[src/sv/msd_pkg.sv]
`timescale 1ns / 1ps

package msd_pkg;

    localparam int NUM_SWITCHES_DEF = 8;
    localparam int WINDOW_LEN       = 5;

    localparam int SW_IDX_W    = 3;
    localparam int STATE_CODE_W = 2;
    localparam int TIME_W      = 16;
    localparam int MS_W        = 8;
    localparam int PRESCALE_W  = 9;
    localparam int CFG_IDX_W   = 3;
    localparam int CFG_DATA_W  = 16;

    localparam int S_TDATA_W = 8;
    localparam int M_TDATA_W = 40;

    localparam logic [CFG_IDX_W-1:0] CFG_TICK_LENGTH   = 3'd0;
    localparam logic [CFG_IDX_W-1:0] CFG_SAMPLE_PERIOD = 3'd1;
    localparam logic [CFG_IDX_W-1:0] CFG_PRESS_CAP     = 3'd2;
    localparam logic [CFG_IDX_W-1:0] CFG_RELEASE_CAP   = 3'd3;
    localparam logic [CFG_IDX_W-1:0] CFG_PRESSED_LEVEL = 3'd4;

    localparam logic OP_TICK = 1'b0;
    localparam logic OP_INIT = 1'b1;

    localparam logic [STATE_CODE_W-1:0] CODE_RELEASED     = 2'd0;
    localparam logic [STATE_CODE_W-1:0] CODE_PRE_PRESSED  = 2'd1;
    localparam logic [STATE_CODE_W-1:0] CODE_PRESSED      = 2'd2;
    localparam logic [STATE_CODE_W-1:0] CODE_PRE_RELEASED = 2'd3;

    // window masks, bit 0 oldest sample
    localparam logic [WINDOW_LEN-1:0] EDGE_MASK      = 5'b11011;
    localparam logic [WINDOW_LEN-1:0] RISE_PATTERN   = 5'b11000;
    localparam logic [WINDOW_LEN-1:0] FALL_PATTERN   = 5'b00011;
    localparam logic [WINDOW_LEN-1:0] NEWEST3_MASK   = 5'b11100;
    localparam logic [WINDOW_LEN-1:0] WIN_ALL        = 5'b11111;
    localparam logic [WINDOW_LEN-1:0] WIN_NONE       = 5'b00000;
    localparam logic [WINDOW_LEN-1:0] WIN_PRE_RELEASE = 5'b00111;

    typedef enum logic [3:0] {
        ST_RELEASED     = 4'b0001,
        ST_PRE_PRESSED  = 4'b0010,
        ST_PRESSED      = 4'b0100,
        ST_PRE_RELEASED = 4'b1000
    } key_state_t;

    function automatic logic [STATE_CODE_W-1:0] state_code(input key_state_t st);
        logic [STATE_CODE_W-1:0] c;
        case (st)
            ST_RELEASED:     c = CODE_RELEASED;
            ST_PRE_PRESSED:  c = CODE_PRE_PRESSED;
            ST_PRESSED:      c = CODE_PRESSED;
            ST_PRE_RELEASED: c = CODE_PRE_RELEASED;
            default:         c = CODE_RELEASED;
        endcase
        return c;
    endfunction

    function automatic key_state_t code_state(input logic [STATE_CODE_W-1:0] c);
        key_state_t st;
        case (c)
            CODE_RELEASED:     st = ST_RELEASED;
            CODE_PRE_PRESSED:  st = ST_PRE_PRESSED;
            CODE_PRESSED:      st = ST_PRESSED;
            CODE_PRE_RELEASED: st = ST_PRE_RELEASED;
            default:           st = ST_RELEASED;
        endcase
        return st;
    endfunction

    // pressed-sense pattern loaded by init
    function automatic logic [WINDOW_LEN-1:0] init_pattern(input logic [STATE_CODE_W-1:0] c);
        logic [WINDOW_LEN-1:0] p;
        case (c)
            CODE_RELEASED:     p = WIN_NONE;
            CODE_PRE_PRESSED:  p = RISE_PATTERN;
            CODE_PRESSED:      p = WIN_ALL;
            CODE_PRE_RELEASED: p = WIN_PRE_RELEASE;
            default:           p = WIN_NONE;
        endcase
        return p;
    endfunction

    function automatic logic [TIME_W-1:0] grow_time(
        input logic [TIME_W-1:0] t,
        input logic [TIME_W-1:0] cap,
        input logic [MS_W-1:0]   period
    );
        logic [TIME_W:0] s;
        s = {1'b0, t} + {{(TIME_W+1-MS_W){1'b0}}, period};
        if (t >= cap) begin
            return t;
        end else if (s[TIME_W]) begin
            return {TIME_W{1'b1}};
        end else begin
            return s[TIME_W-1:0];
        end
    endfunction

endpackage

[src/sv/multi_switch_debounce_fsm.sv]
`timescale 1ns / 1ps
// Channel | Dir | Handshake               | Payload
// s_      | in  | s_tvalid / s_tready     | s_tuser opcode; s_tdata switch, pin, init state
// m_      | out | m_tvalid / m_tready     | m_tuser sampled; m_tdata switch, state, times
// cfg_    | in  | cfg_valid / cfg_ready   | cfg_index, cfg_data
// One word accepted per cycle while the input register is empty or its word can move on;
// each result reaches m_tdata through the input register and then the result register.
// The per-switch state is read and written in the same cycle as the word leaves the input
// register, so words for the same switch may follow back to back.
// Synchronous active-low reset returns all per-switch state, the configuration and the valid flags to defaults.
// A stalled result holds its own register; the input register still fills behind it.
// cfg_ready is always high.

module multi_switch_debounce_fsm
    import msd_pkg::*;
#(
    parameter int NUM_SWITCHES = NUM_SWITCHES_DEF
) (
    input  logic                  aclk,
    input  logic                  aresetn,

    input  logic                  s_tvalid,
    output logic                  s_tready,
    // [2:0] switch_index, [3] pin_level, [5:4] init_state, [7:6] zero
    input  logic [S_TDATA_W-1:0]  s_tdata,
    // [0] opcode
    input  logic                  s_tuser,

    output logic                  m_tvalid,
    input  logic                  m_tready,
    // [2:0] switch_index_out, [4:3] debounced_state, [20:5] press_time_ms,
    // [36:21] release_time_ms, [39:37] zero
    output logic [M_TDATA_W-1:0]  m_tdata,
    // [0] sampled
    output logic                  m_tuser,

    input  logic                  cfg_valid,
    output logic                  cfg_ready,
    input  logic [CFG_IDX_W-1:0]  cfg_index,
    input  logic [CFG_DATA_W-1:0] cfg_data
);

    localparam int IDX_W = (NUM_SWITCHES > 1) ? $clog2(NUM_SWITCHES) : 1;
    localparam int SEL_W = (IDX_W > SW_IDX_W) ? IDX_W : SW_IDX_W;
    localparam logic [WINDOW_LEN-1:0] WIN_RESET = WIN_ALL;

    // configuration
    logic [MS_W-1:0]   tick_len_reg;
    logic [MS_W-1:0]   period_reg;
    logic [TIME_W-1:0] press_cap_reg;
    logic [TIME_W-1:0] release_cap_reg;
    logic              pressed_lvl_reg;

    assign cfg_ready = 1'b1;

    always_ff @(posedge aclk) begin
        if (!aresetn) begin
            tick_len_reg    <= MS_W'(1);
            period_reg      <= MS_W'(10);
            press_cap_reg   <= TIME_W'(60000);
            release_cap_reg <= TIME_W'(60000);
            pressed_lvl_reg <= 1'b0;
        end else if (cfg_valid) begin
            case (cfg_index)
                CFG_TICK_LENGTH:   tick_len_reg    <= cfg_data[MS_W-1:0];
                CFG_SAMPLE_PERIOD: period_reg      <= cfg_data[MS_W-1:0];
                CFG_PRESS_CAP:     press_cap_reg   <= cfg_data;
                CFG_RELEASE_CAP:   release_cap_reg <= cfg_data;
                CFG_PRESSED_LEVEL: pressed_lvl_reg <= cfg_data[0];
                default: ;
            endcase
        end
    end

    // input register
    logic                    in_valid_reg;
    logic                    in_op_reg;
    logic [SW_IDX_W-1:0]     in_idx_reg;
    logic                    in_pin_reg;
    logic [STATE_CODE_W-1:0] in_init_reg;

    logic out_valid_reg;
    logic advance;
    logic fire;

    assign advance  = !out_valid_reg || m_tready;
    assign s_tready = !in_valid_reg || advance;
    assign fire     = in_valid_reg && advance;

    always_ff @(posedge aclk) begin
        if (!aresetn) begin
            in_valid_reg <= 1'b0;
        end else if (s_tvalid && s_tready) begin
            in_valid_reg <= 1'b1;
        end else if (advance) begin
            in_valid_reg <= 1'b0;
        end
    end

    always_ff @(posedge aclk) begin
        if (s_tvalid && s_tready) begin
            in_op_reg   <= s_tuser;
            in_idx_reg  <= s_tdata[2:0];
            in_pin_reg  <= s_tdata[3];
            in_init_reg <= s_tdata[5:4];
        end
    end

    // per-switch state
    key_state_t            fsm_reg      [NUM_SWITCHES];
    logic [WINDOW_LEN-1:0] win_reg      [NUM_SWITCHES];
    logic [TIME_W-1:0]     press_reg    [NUM_SWITCHES];
    logic [TIME_W-1:0]     release_reg  [NUM_SWITCHES];
    logic [PRESCALE_W-1:0] prescale_reg [NUM_SWITCHES];

    logic [SEL_W-1:0] sel;
    logic [IDX_W-1:0] idx;
    logic             hit;

    assign sel = SEL_W'(in_idx_reg);
    assign idx = sel[IDX_W-1:0];
    assign hit = ({{(32-SW_IDX_W){1'b0}}, in_idx_reg} < 32'(NUM_SWITCHES));

    key_state_t            st_cur, st_next;
    logic [WINDOW_LEN-1:0] win_cur, win_next, pw;
    logic [TIME_W-1:0]     press_cur, press_next;
    logic [TIME_W-1:0]     release_cur, release_next;
    logic [PRESCALE_W-1:0] pre_cur, pre_next;
    logic [PRESCALE_W:0]   pre_sum;
    logic                  sampled;

    assign st_cur      = fsm_reg[idx];
    assign win_cur     = win_reg[idx];
    assign press_cur   = press_reg[idx];
    assign release_cur = release_reg[idx];
    assign pre_cur     = prescale_reg[idx];

    always_comb begin
        st_next      = st_cur;
        win_next     = win_cur;
        press_next   = press_cur;
        release_next = release_cur;
        pre_next     = pre_cur;
        sampled      = 1'b0;
        pw           = WIN_NONE;
        pre_sum      = {1'b0, pre_cur} + {{(PRESCALE_W+1-MS_W){1'b0}}, tick_len_reg};
        if (in_op_reg == OP_INIT) begin
            st_next      = code_state(in_init_reg);
            press_next   = '0;
            release_next = '0;
            win_next     = pressed_lvl_reg ? init_pattern(in_init_reg)
                                           : ~init_pattern(in_init_reg);
        end else if (pre_sum < {{(PRESCALE_W+1-MS_W){1'b0}}, period_reg}) begin
            pre_next = pre_sum[PRESCALE_W-1:0];
        end else begin
            pre_next = '0;
            sampled  = 1'b1;
            win_next = {in_pin_reg, win_cur[WINDOW_LEN-1:1]};
            pw       = pressed_lvl_reg ? win_next : ~win_next;
            case (st_cur)
                ST_RELEASED: begin
                    if ((pw & EDGE_MASK) == RISE_PATTERN) begin
                        st_next      = ST_PRE_PRESSED;
                        release_next = '0;
                    end else begin
                        release_next = grow_time(release_cur, release_cap_reg, period_reg);
                    end
                end
                ST_PRE_PRESSED: begin
                    if ((pw & NEWEST3_MASK) == NEWEST3_MASK) begin
                        st_next    = ST_PRESSED;
                        press_next = '0;
                    end
                end
                ST_PRESSED: begin
                    if ((pw & EDGE_MASK) == FALL_PATTERN) begin
                        st_next    = ST_PRE_RELEASED;
                        press_next = '0;
                    end else begin
                        press_next = grow_time(press_cur, press_cap_reg, period_reg);
                    end
                end
                default: begin
                    if ((pw & NEWEST3_MASK) == WIN_NONE) begin
                        st_next      = ST_RELEASED;
                        release_next = '0;
                    end
                end
            endcase
        end
    end

    always_ff @(posedge aclk) begin
        if (!aresetn) begin
            for (int i = 0; i < NUM_SWITCHES; i++) begin
                fsm_reg[i]      <= ST_RELEASED;
                win_reg[i]      <= WIN_RESET;
                press_reg[i]    <= '0;
                release_reg[i]  <= '0;
                prescale_reg[i] <= '0;
            end
        end else if (fire && hit) begin
            fsm_reg[idx]      <= st_next;
            win_reg[idx]      <= win_next;
            press_reg[idx]    <= press_next;
            release_reg[idx]  <= release_next;
            prescale_reg[idx] <= pre_next;
        end
    end

    // result register
    logic [SW_IDX_W-1:0]     out_idx_reg;
    logic [STATE_CODE_W-1:0] out_state_reg;
    logic [TIME_W-1:0]       out_press_reg;
    logic [TIME_W-1:0]       out_release_reg;
    logic                    out_sampled_reg;

    always_ff @(posedge aclk) begin
        if (!aresetn) begin
            out_valid_reg <= 1'b0;
        end else if (fire) begin
            out_valid_reg <= 1'b1;
        end else if (m_tready) begin
            out_valid_reg <= 1'b0;
        end
    end

    always_ff @(posedge aclk) begin
        if (fire) begin
            out_idx_reg     <= in_idx_reg;
            out_state_reg   <= hit ? state_code(st_next) : CODE_RELEASED;
            out_press_reg   <= hit ? press_next : '0;
            out_release_reg <= hit ? release_next : '0;
            out_sampled_reg <= hit && sampled;
        end
    end

    assign m_tvalid = out_valid_reg;
    assign m_tuser  = out_sampled_reg;
    assign m_tdata  = {3'b000, out_release_reg, out_press_reg, out_state_reg, out_idx_reg};

endmodule

[config.mk]
export PLATFORM = sky130hd
export DESIGN_NAME = multi_switch_debounce_fsm
export DESIGN_NICKNAME = d
export VERILOG_FILES = /design/src/sv/msd_pkg.sv /design/src/sv/multi_switch_debounce_fsm.sv
export SDC_FILE = /design/constraint.sdc
export NUM_CORES = 1
export LEC_CHECK = 0
export BUFFER_PORTS_ARGS = -buffer_cell sky130_fd_sc_hd__buf_2
export CAP_MARGIN = 25
export CORE_ASPECT_RATIO = 1.4
export CORE_UTILIZATION = 48
export DETAILED_ROUTE_END_ITERATION = 8
export GPL_ROUTABILITY_DRIVEN = 1
export PLACE_DENSITY_LB_ADDON = 0.12
export SLEW_MARGIN = 30
export SYNTH_ARGS = -nofsm -noshare
export SYNTH_HDL_FRONTEND = slang
export SYNTH_SLANG_ARGS = --single-unit
[constraint.sdc]
create_clock -name aclk -period 6.31 [get_ports aclk]
set_clock_uncertainty 0.15 [all_clocks]
set_input_delay 1.262 -clock aclk [delete_from_list [all_inputs] [get_ports aclk]]
set_output_delay 1.262 -clock aclk [all_outputs]
set_load 0.05 [all_outputs]
==> results of run 1 <==
==> routing by layer <==
metal	wire, um	vias to the layer above
met5	0	-
met3	2900	123
met1	27400	8292
li1	-	7401
met2	35300	451
met4	2180	0
==> per-stage QoR <==
| stage | cell area, sq um | util | hold slack [ns] |
|---|---|---|---|
| after floorplan | 24500 | - | 0.293 |
| after global placement | 25600 | 0.510 | 0.303 |
| after detailed placement | 25600 | 0.510 | 0.308 |
| after CTS | 27200 | 0.541 | 0.316 |
| after global routing | 27200 | 0.541 | 0.331 |
| final | 27200 | 0.541 | 0.315 |
==> final timing paths <==
path	startpoint	to	slack, ns	cells past startpoint
max	register	release_reg[1][11]	0.60	17
min	release_cap_reg[2]	release_cap_reg[2]	0.32	2
max reg2reg	register	release_reg[1][11]	0.60	17
min reg2reg	release_cap_reg[2]	release_cap_reg[2]	0.32	2
==> cell families after synthesis <==
logic type | Yosys count | share of synthesized area
xor+xnor | 20 | 0.00715
simple gates | 596 | 0.112
mux | 168 | 0.121
flops | 491 | 0.580
fa+ha+maj | 70 | 0.0367
other cells | 2 | 0.000307
compound gates | 387 | 0.110
buf+inv | 194 | 0.0338
==> synth_stat cells, types with 18 or more instances <==
cell / n / area [sq um]
inv_1: 71 / 267
o21ai_0: 25 / 125
buf_2: 18 / 90.1
mux2_2: 44 / 495
o211ai_1: 20 / 150
clkbuf_1: 79 / 297
mux4_2: 92 / 2070
mux2i_1: 27 / 270
a21boi_0: 35 / 263
ha_1: 67 / 838
nand2_1: 173 / 649
nor2_1: 183 / 687
a21oi_1: 165 / 826
nor3_1: 105 / 526
edfxtp_1: 437 / 13100
dfxtp_1: 54 / 1080
nand3_1: 27 / 135
==> where the power goes <==
group / switching (mW) / internal, mW
clock network: 1.24 / 1.66
registers: 0.0600 / 3.66
logic: 0.819 / 0.423
total: 2.12 / 5.74
==> critical path: cells and delay by family (launching register included) <==
| family | cells | cell delay [ns] |
|---|---|---|
| simple gates | 3 | 0.42 |
| mux | 2 | 0.89 |
| compound gates | 9 | 2.36 |
| flops | 1 | 0.69 |
| fa+ha+maj | 2 | 0.73 |
| xor+xnor | 1 | 0.17 |
==> final cells by class <==
class / instances / area, sq um / share of cell area
clock inverter: 26 / 258 / 0.00947
multi-input combinational: 1245 / 9510 / 0.350
timing repair buffer: 123 / 836 / 0.0307
clock buffer: 62 / 1310 / 0.0480
antenna: 2 / 5.00 / 0.000184
sequential: 491 / 14200 / 0.522
inverter: 72 / 270 / 0.00993
tap: 643 / 805 / 0.0296
==> cells in the final DEF, fill, tap and decap left out, drive strengths merged, types with 5 or more instances in the layout <==
| cell type | synthesis | layout |
|---|---|---|
| a21boi | 36 | 36 |
| o211ai | 20 | 20 |
| and3 | 7 | 7 |
| dfxtp | 54 | 54 |
| a211oi | 19 | 19 |
| mux4 | 96 | 96 |
| o31ai | 7 | 7 |
| nand3 | 28 | 28 |
| nor2b | 13 | 13 |
| clkinv | 0 | 17 |
| nor3b | 7 | 7 |
| and2 | 16 | 16 |
| nand4 | 7 | 7 |
| or3 | 11 | 11 |
| nor3 | 106 | 106 |
| buf | 42 | 123 |
| a31oi | 11 | 11 |
| xnor2 | 16 | 16 |
| nand2b | 14 | 14 |
| nand2 | 175 | 175 |
| a2bb2oi | 8 | 8 |
| inv | 72 | 73 |
| edfxtp | 437 | 437 |
| mux2i | 27 | 27 |
| clkbuf | 80 | 62 |
| a21oi | 167 | 167 |
| o21ai | 49 | 49 |
| o21a | 11 | 11 |
| nor2 | 184 | 184 |
| ha | 67 | 67 |
| a21o | 12 | 12 |
| mux2 | 45 | 45 |
| bufinv | 0 | 5 |
| or2 | 12 | 12 |
==> results.md, run 1 <==
* Total grt overflow at 0
* Netlist cell types at 93
* Failing checks: DRC
* Slew HR at 0.398
* Tot Pwr at between 7 and 8 mW
* Final setup margin at 0.598 ns
* Crit path kind: register to register
* Worst path max stage delay at 0.69 ns
* Drt wl/cell at ~25 um
* I/O pins at 77
* WP data required at 6.46 ns
* Initial antenna violation count at 2
* MaxCap Viol Count at 0
* Synthesis Warnings at 0
* Syn_area_per_cell at roughly 13 sq um
* Final Cycle Share at 0.905
* CP endpoint kind: register
* Pin count of the biggest net entering global routing at about 140
* Site Rows at 97
* First-pass GRT wire length at 103000 um
* CTS Buf Count at 48
* Via count at 16300
* Status: finished with violations
* #FFs+latches synth at about 500
* Pwr per Cell Area at roughly 290 nW/um^2
* Post-CTS Setup Bufs at 0
* Initial Util at 0.488
* Met3 usage at 0.0302
* # fillers at about 4300
* Met2 global-route usage at 0.471
* Clock Sinks at 491
* Worst Setup Start Kind: register
* Seq/Total Area, Yosys at 0.580
* Slowest cell on crit path: dfxtp_4
* RSZ-0062 raised after global routing: false
* Maximum VDD drop at approximately 180 uV
* Final #Nets at 2084
* WP data arrival at 5.86 ns
* CTS-repair resized insts at 0
* DRT antenna net count at 0
* Share of cells above drive strength 1 at 0.201
* Cts hold-fix bufs at 0
* GR peak layer: met2
* Die X-Extent at just under 200 um
* Met1 Track Usage GR at 0.338
* H-tree depth at 2
* Leak at between 9 and 10 nW
* DP Wirelength at 43400 um
* Gate Count Post-Synth at between 1500 and 2000
* Hold Violations, Final at 0
* Die area at around 52000 sq um
* Starting DRT DRC Count at around 1300
* Worst Tran Pin Value at 0.901 ns
* Place WS at around 0.53 ns
* Area of the mapped netlist at ~24000 sq um
* Clock root buffer: clkbuf_16
* Placed Cells at 2574
* EDFF count, synth at approximately 440
* Area grow syn2layout at 11.1%
* Setup Viol. Count Final at 0
* I/O Buffers at 70
* Via density per instance at between 6 and 7
* CTS tree: built
* Final min period at roughly 5.7 ns
* Die height at 269 um
* Core ar. at ~50000 sq um
* GRT Overall Usage at 0.267
* HP Class: register to register
* Clock latency on the worst-skew pair at around 0.59 ns
* Fmax at roughly 180 MHz
* Crit-path max FO at 23
* Fin cells at around 2700
* Crit path cell chain: mux4_2 > mux2_2 > ha_1 > nand3_1 > o2111ai_1 > a21o_1 > a21oi_1 > xnor2_1 > ha_1 > o211ai_1 > nor3_1 > a21oi_1 > o21ai_2 > a21boi_2 > o31ai_2 > o31ai_2 > nor3_1
* Routed Wire Length at 67800 um
* Drt pass-1 iters at 9
* Fin. max-slew vios at 0
* Top FF cell, synth: edfxtp_1
* Async set-or-reset flop fraction in the synthesized netlist at 0
* Clock-pin slew on the worst setup and hold paths at around 0.060 ns
* CTS max path bufs at 3
* Setup TNS at 0 ns
* Vias in the first global route at ~17000
* Drc violations at 5
* Gpl congestion at just over 0.9
Note: power is estimated with default switching activity, not from simulation.
==> inputs of run 2 (changes only) <==
--- a/config.mk
+++ b/config.mk
@@ -8,9 +8,9 @@
 export BUFFER_PORTS_ARGS = -buffer_cell sky130_fd_sc_hd__buf_2
 export CAP_MARGIN = 25
 export CORE_ASPECT_RATIO = 1.4
-export CORE_UTILIZATION = 48
+export CORE_UTILIZATION = 60
 export DETAILED_ROUTE_END_ITERATION = 8
-export GPL_ROUTABILITY_DRIVEN = 1
+export GPL_ROUTABILITY_DRIVEN = 0
 export PLACE_DENSITY_LB_ADDON = 0.12
 export SLEW_MARGIN = 30
 export SYNTH_ARGS = -nofsm -noshare
==> results.md, run 2 (synthesized netlist as in run 1, its figures left out) <==
* CTS Buf Count at 46
* Final Cycle Share at 0.867
* Int Pwr at between 5 and 6 mW
* Drc violations at 0
* Final min period at about 5.5 ns
* Clock-pin slew on the worst setup and hold paths at 0.06 ns
* HP Class: register to register
* Site Rows at 87
* Crit path kind: register to register
* Worst Setup Start Kind: register
* Fmax at between 150 and 200 MHz
* DRT antenna net count at 0
* Sw Share at 0.270
* Area grow syn2layout at 10.1%
* FF-to-FF End: out_press_reg[7]
* WP data arrival at between 5 and 6 ns
* Via count at about 17000
* RSZ-0062 raised after global routing: false
* Pwr per Cell Area at ~280 nW/um^2
* Clock root buffer: clkbuf_16
* Crit-path leading delay family: compound AO/OA/AOI/OAI gates
* Top cell by count, worst path: a21oi_1
* I/O Buffers at 70
* Worst reg2reg path depth at 17
* Maximum VDD drop at 232 uV
* Pin count of the biggest net entering global routing at roughly 100
* Hold Violations, Final at 0
* Fin. max-slew vios at 0
* WP data required at about 6.5 ns
* Worst path max stage delay at 0.59 ns
* Most frequent cells in the layout: edfxtp_1, nor2_1, nand2_1, a21oi_1, nor3_1
* CTS tree: built
* Initial Util at 0.608
* Worst hold stages at 2
* Setup Viol. Count Final at 0
* Routed Wire Length at between 60000 and 70000 um
* Status: completed
* Clock Sinks at between 400 and 500
* Antenna diodes at 0
* Drt wl/cell at 24.8 um
* Drt pass-1 iters at 8
* R2r setup slk at approximately 0.84 ns
* Slowest cell on crit path: dfxtp_4
* CTS-repair resized insts at 0
* H-tree depth at 2
* Vias in the first global route at about 17000
* Worst setup endpoint: out_press_reg[7]
* Crit-path max FO at 17
* Tot Pwr at around 7.6 mW
* Buffers & Inverters on Critical Path at 0
* Clock share of power at 0.349
* Share of cells above drive strength 1 at 0.202
* Slew HR at 0.343
* Via density per instance at about 6.5
* I/O pins at just under 80
* Die height at approximately 240 um
* Cts hold-fix bufs at 0
* Worst Tran Pin Value at 0.982 ns
* Part of the power in combinational logic at 0.164
* Final #Nets at 2091
* Stages on the worst setup path at 17
* Leak at roughly 9.5 nW
* Core ar. at ~40000 sq um
* Die X-Extent at roughly 170 um
* NetSw at 2.06 mW
* First-pass GRT wire length at between 90000 and 100000 um
* Initial antenna violation count at 0
* Die area at approximately 42000 sq um
* Most common cell after layout, fill and taps aside: edfxtp_1
* Starting DRT DRC Count at ~1700
* Worst hold margin at 0.312 ns
* CTS max path bufs at 3
* Post-CTS Setup Bufs at 0
* Crit path cell chain: mux4_2 > mux2_2 > ha_1 > a21oi_1 > o2111ai_1 > a21o_1 > a21oi_1 > xnor2_1 > ha_1 > o211ai_1 > nor3_1 > a21oi_1 > o21ai_2 > nor2b_2 > nand2_2 > a2bb2oi_2 > nor2_1
* Clock latency on the worst-skew pair at 0.58 ns
* Total grt overflow at 0
* CP endpoint kind: register
* GRT Overall Usage at 0.308
* DP Wirelength at 39900 um
* Setup TNS at 0 ns
* # fillers at 3000
* Sequential power share at 0.487
* MaxCap Viol Count at 0
==> run 2: power by group through the flow <==
stage	combinational [mW]	clock [mW]	sequential, mW
after global placement	1.21	0	3.77
after global routing	1.34	2.79	3.72
after CTS	1.24	2.68	3.71
final	1.25	2.66	3.71
after floorplan	0.828	0	3.81
after detailed placement	1.23	0	3.78
==> run 2: worst min-delay path by stage <==
stage	startpoint	end	slack (ns)
after global placement	press_cap_reg[7]	press_cap_reg[7]	0.30
final	release_cap_reg[2]	release_cap_reg[2]	0.31
after CTS	release_cap_reg[2]	release_cap_reg[2]	0.32
after global routing	release_cap_reg[3]	release_cap_reg[3]	0.33
after detailed placement	release_cap_reg[2]	release_cap_reg[2]	0.31
after floorplan	press_cap_reg[10]	press_cap_reg[10]	0.29
==> run 2: metrics by stage <==
step,instances,area (sq um),util,setup WS (ns)
floorplan,1930,24500,-,0.380
global placement,2474,25600,0.634,0.893
CTS,2556,27000,0.669,0.835
detailed placement,2474,25600,0.634,0.893
global route,2556,27000,0.670,0.566
finish,2556,27000,0.670,0.838
==> run 2: area by class of cell <==
type	count	area, sq um	area share
multi-input cells	1245	9510	0.353
well taps	534	668	0.0248
repair buffers	132	895	0.0332
clock buffers	56	1190	0.0441
flip-flops and latches	491	14200	0.527
clock inverters	26	225	0.00835
inverters	72	270	0.0100
==> run 2: routing by layer <==
layer / vias up / GRT usage / wire length [um]
li1: 7404 / - / -
met1: 8283 / 0.382 / 24000
met2: 767 / 0.545 / 32200
met3: 178 / 0.0350 / 4430
met4: 0 / 0.142 / 2760
met5: - / 0 / 0
==> run 2: worst reg2reg max path, delay by kind of cell (launching register included) <==
kind            cells  cell delay [ns]
flops               1             0.59
simple gates        4             1.32
fa+ha+maj           2             0.60
compound gates      8             1.60
mux                 2             0.88
xor+xnor            1             0.11
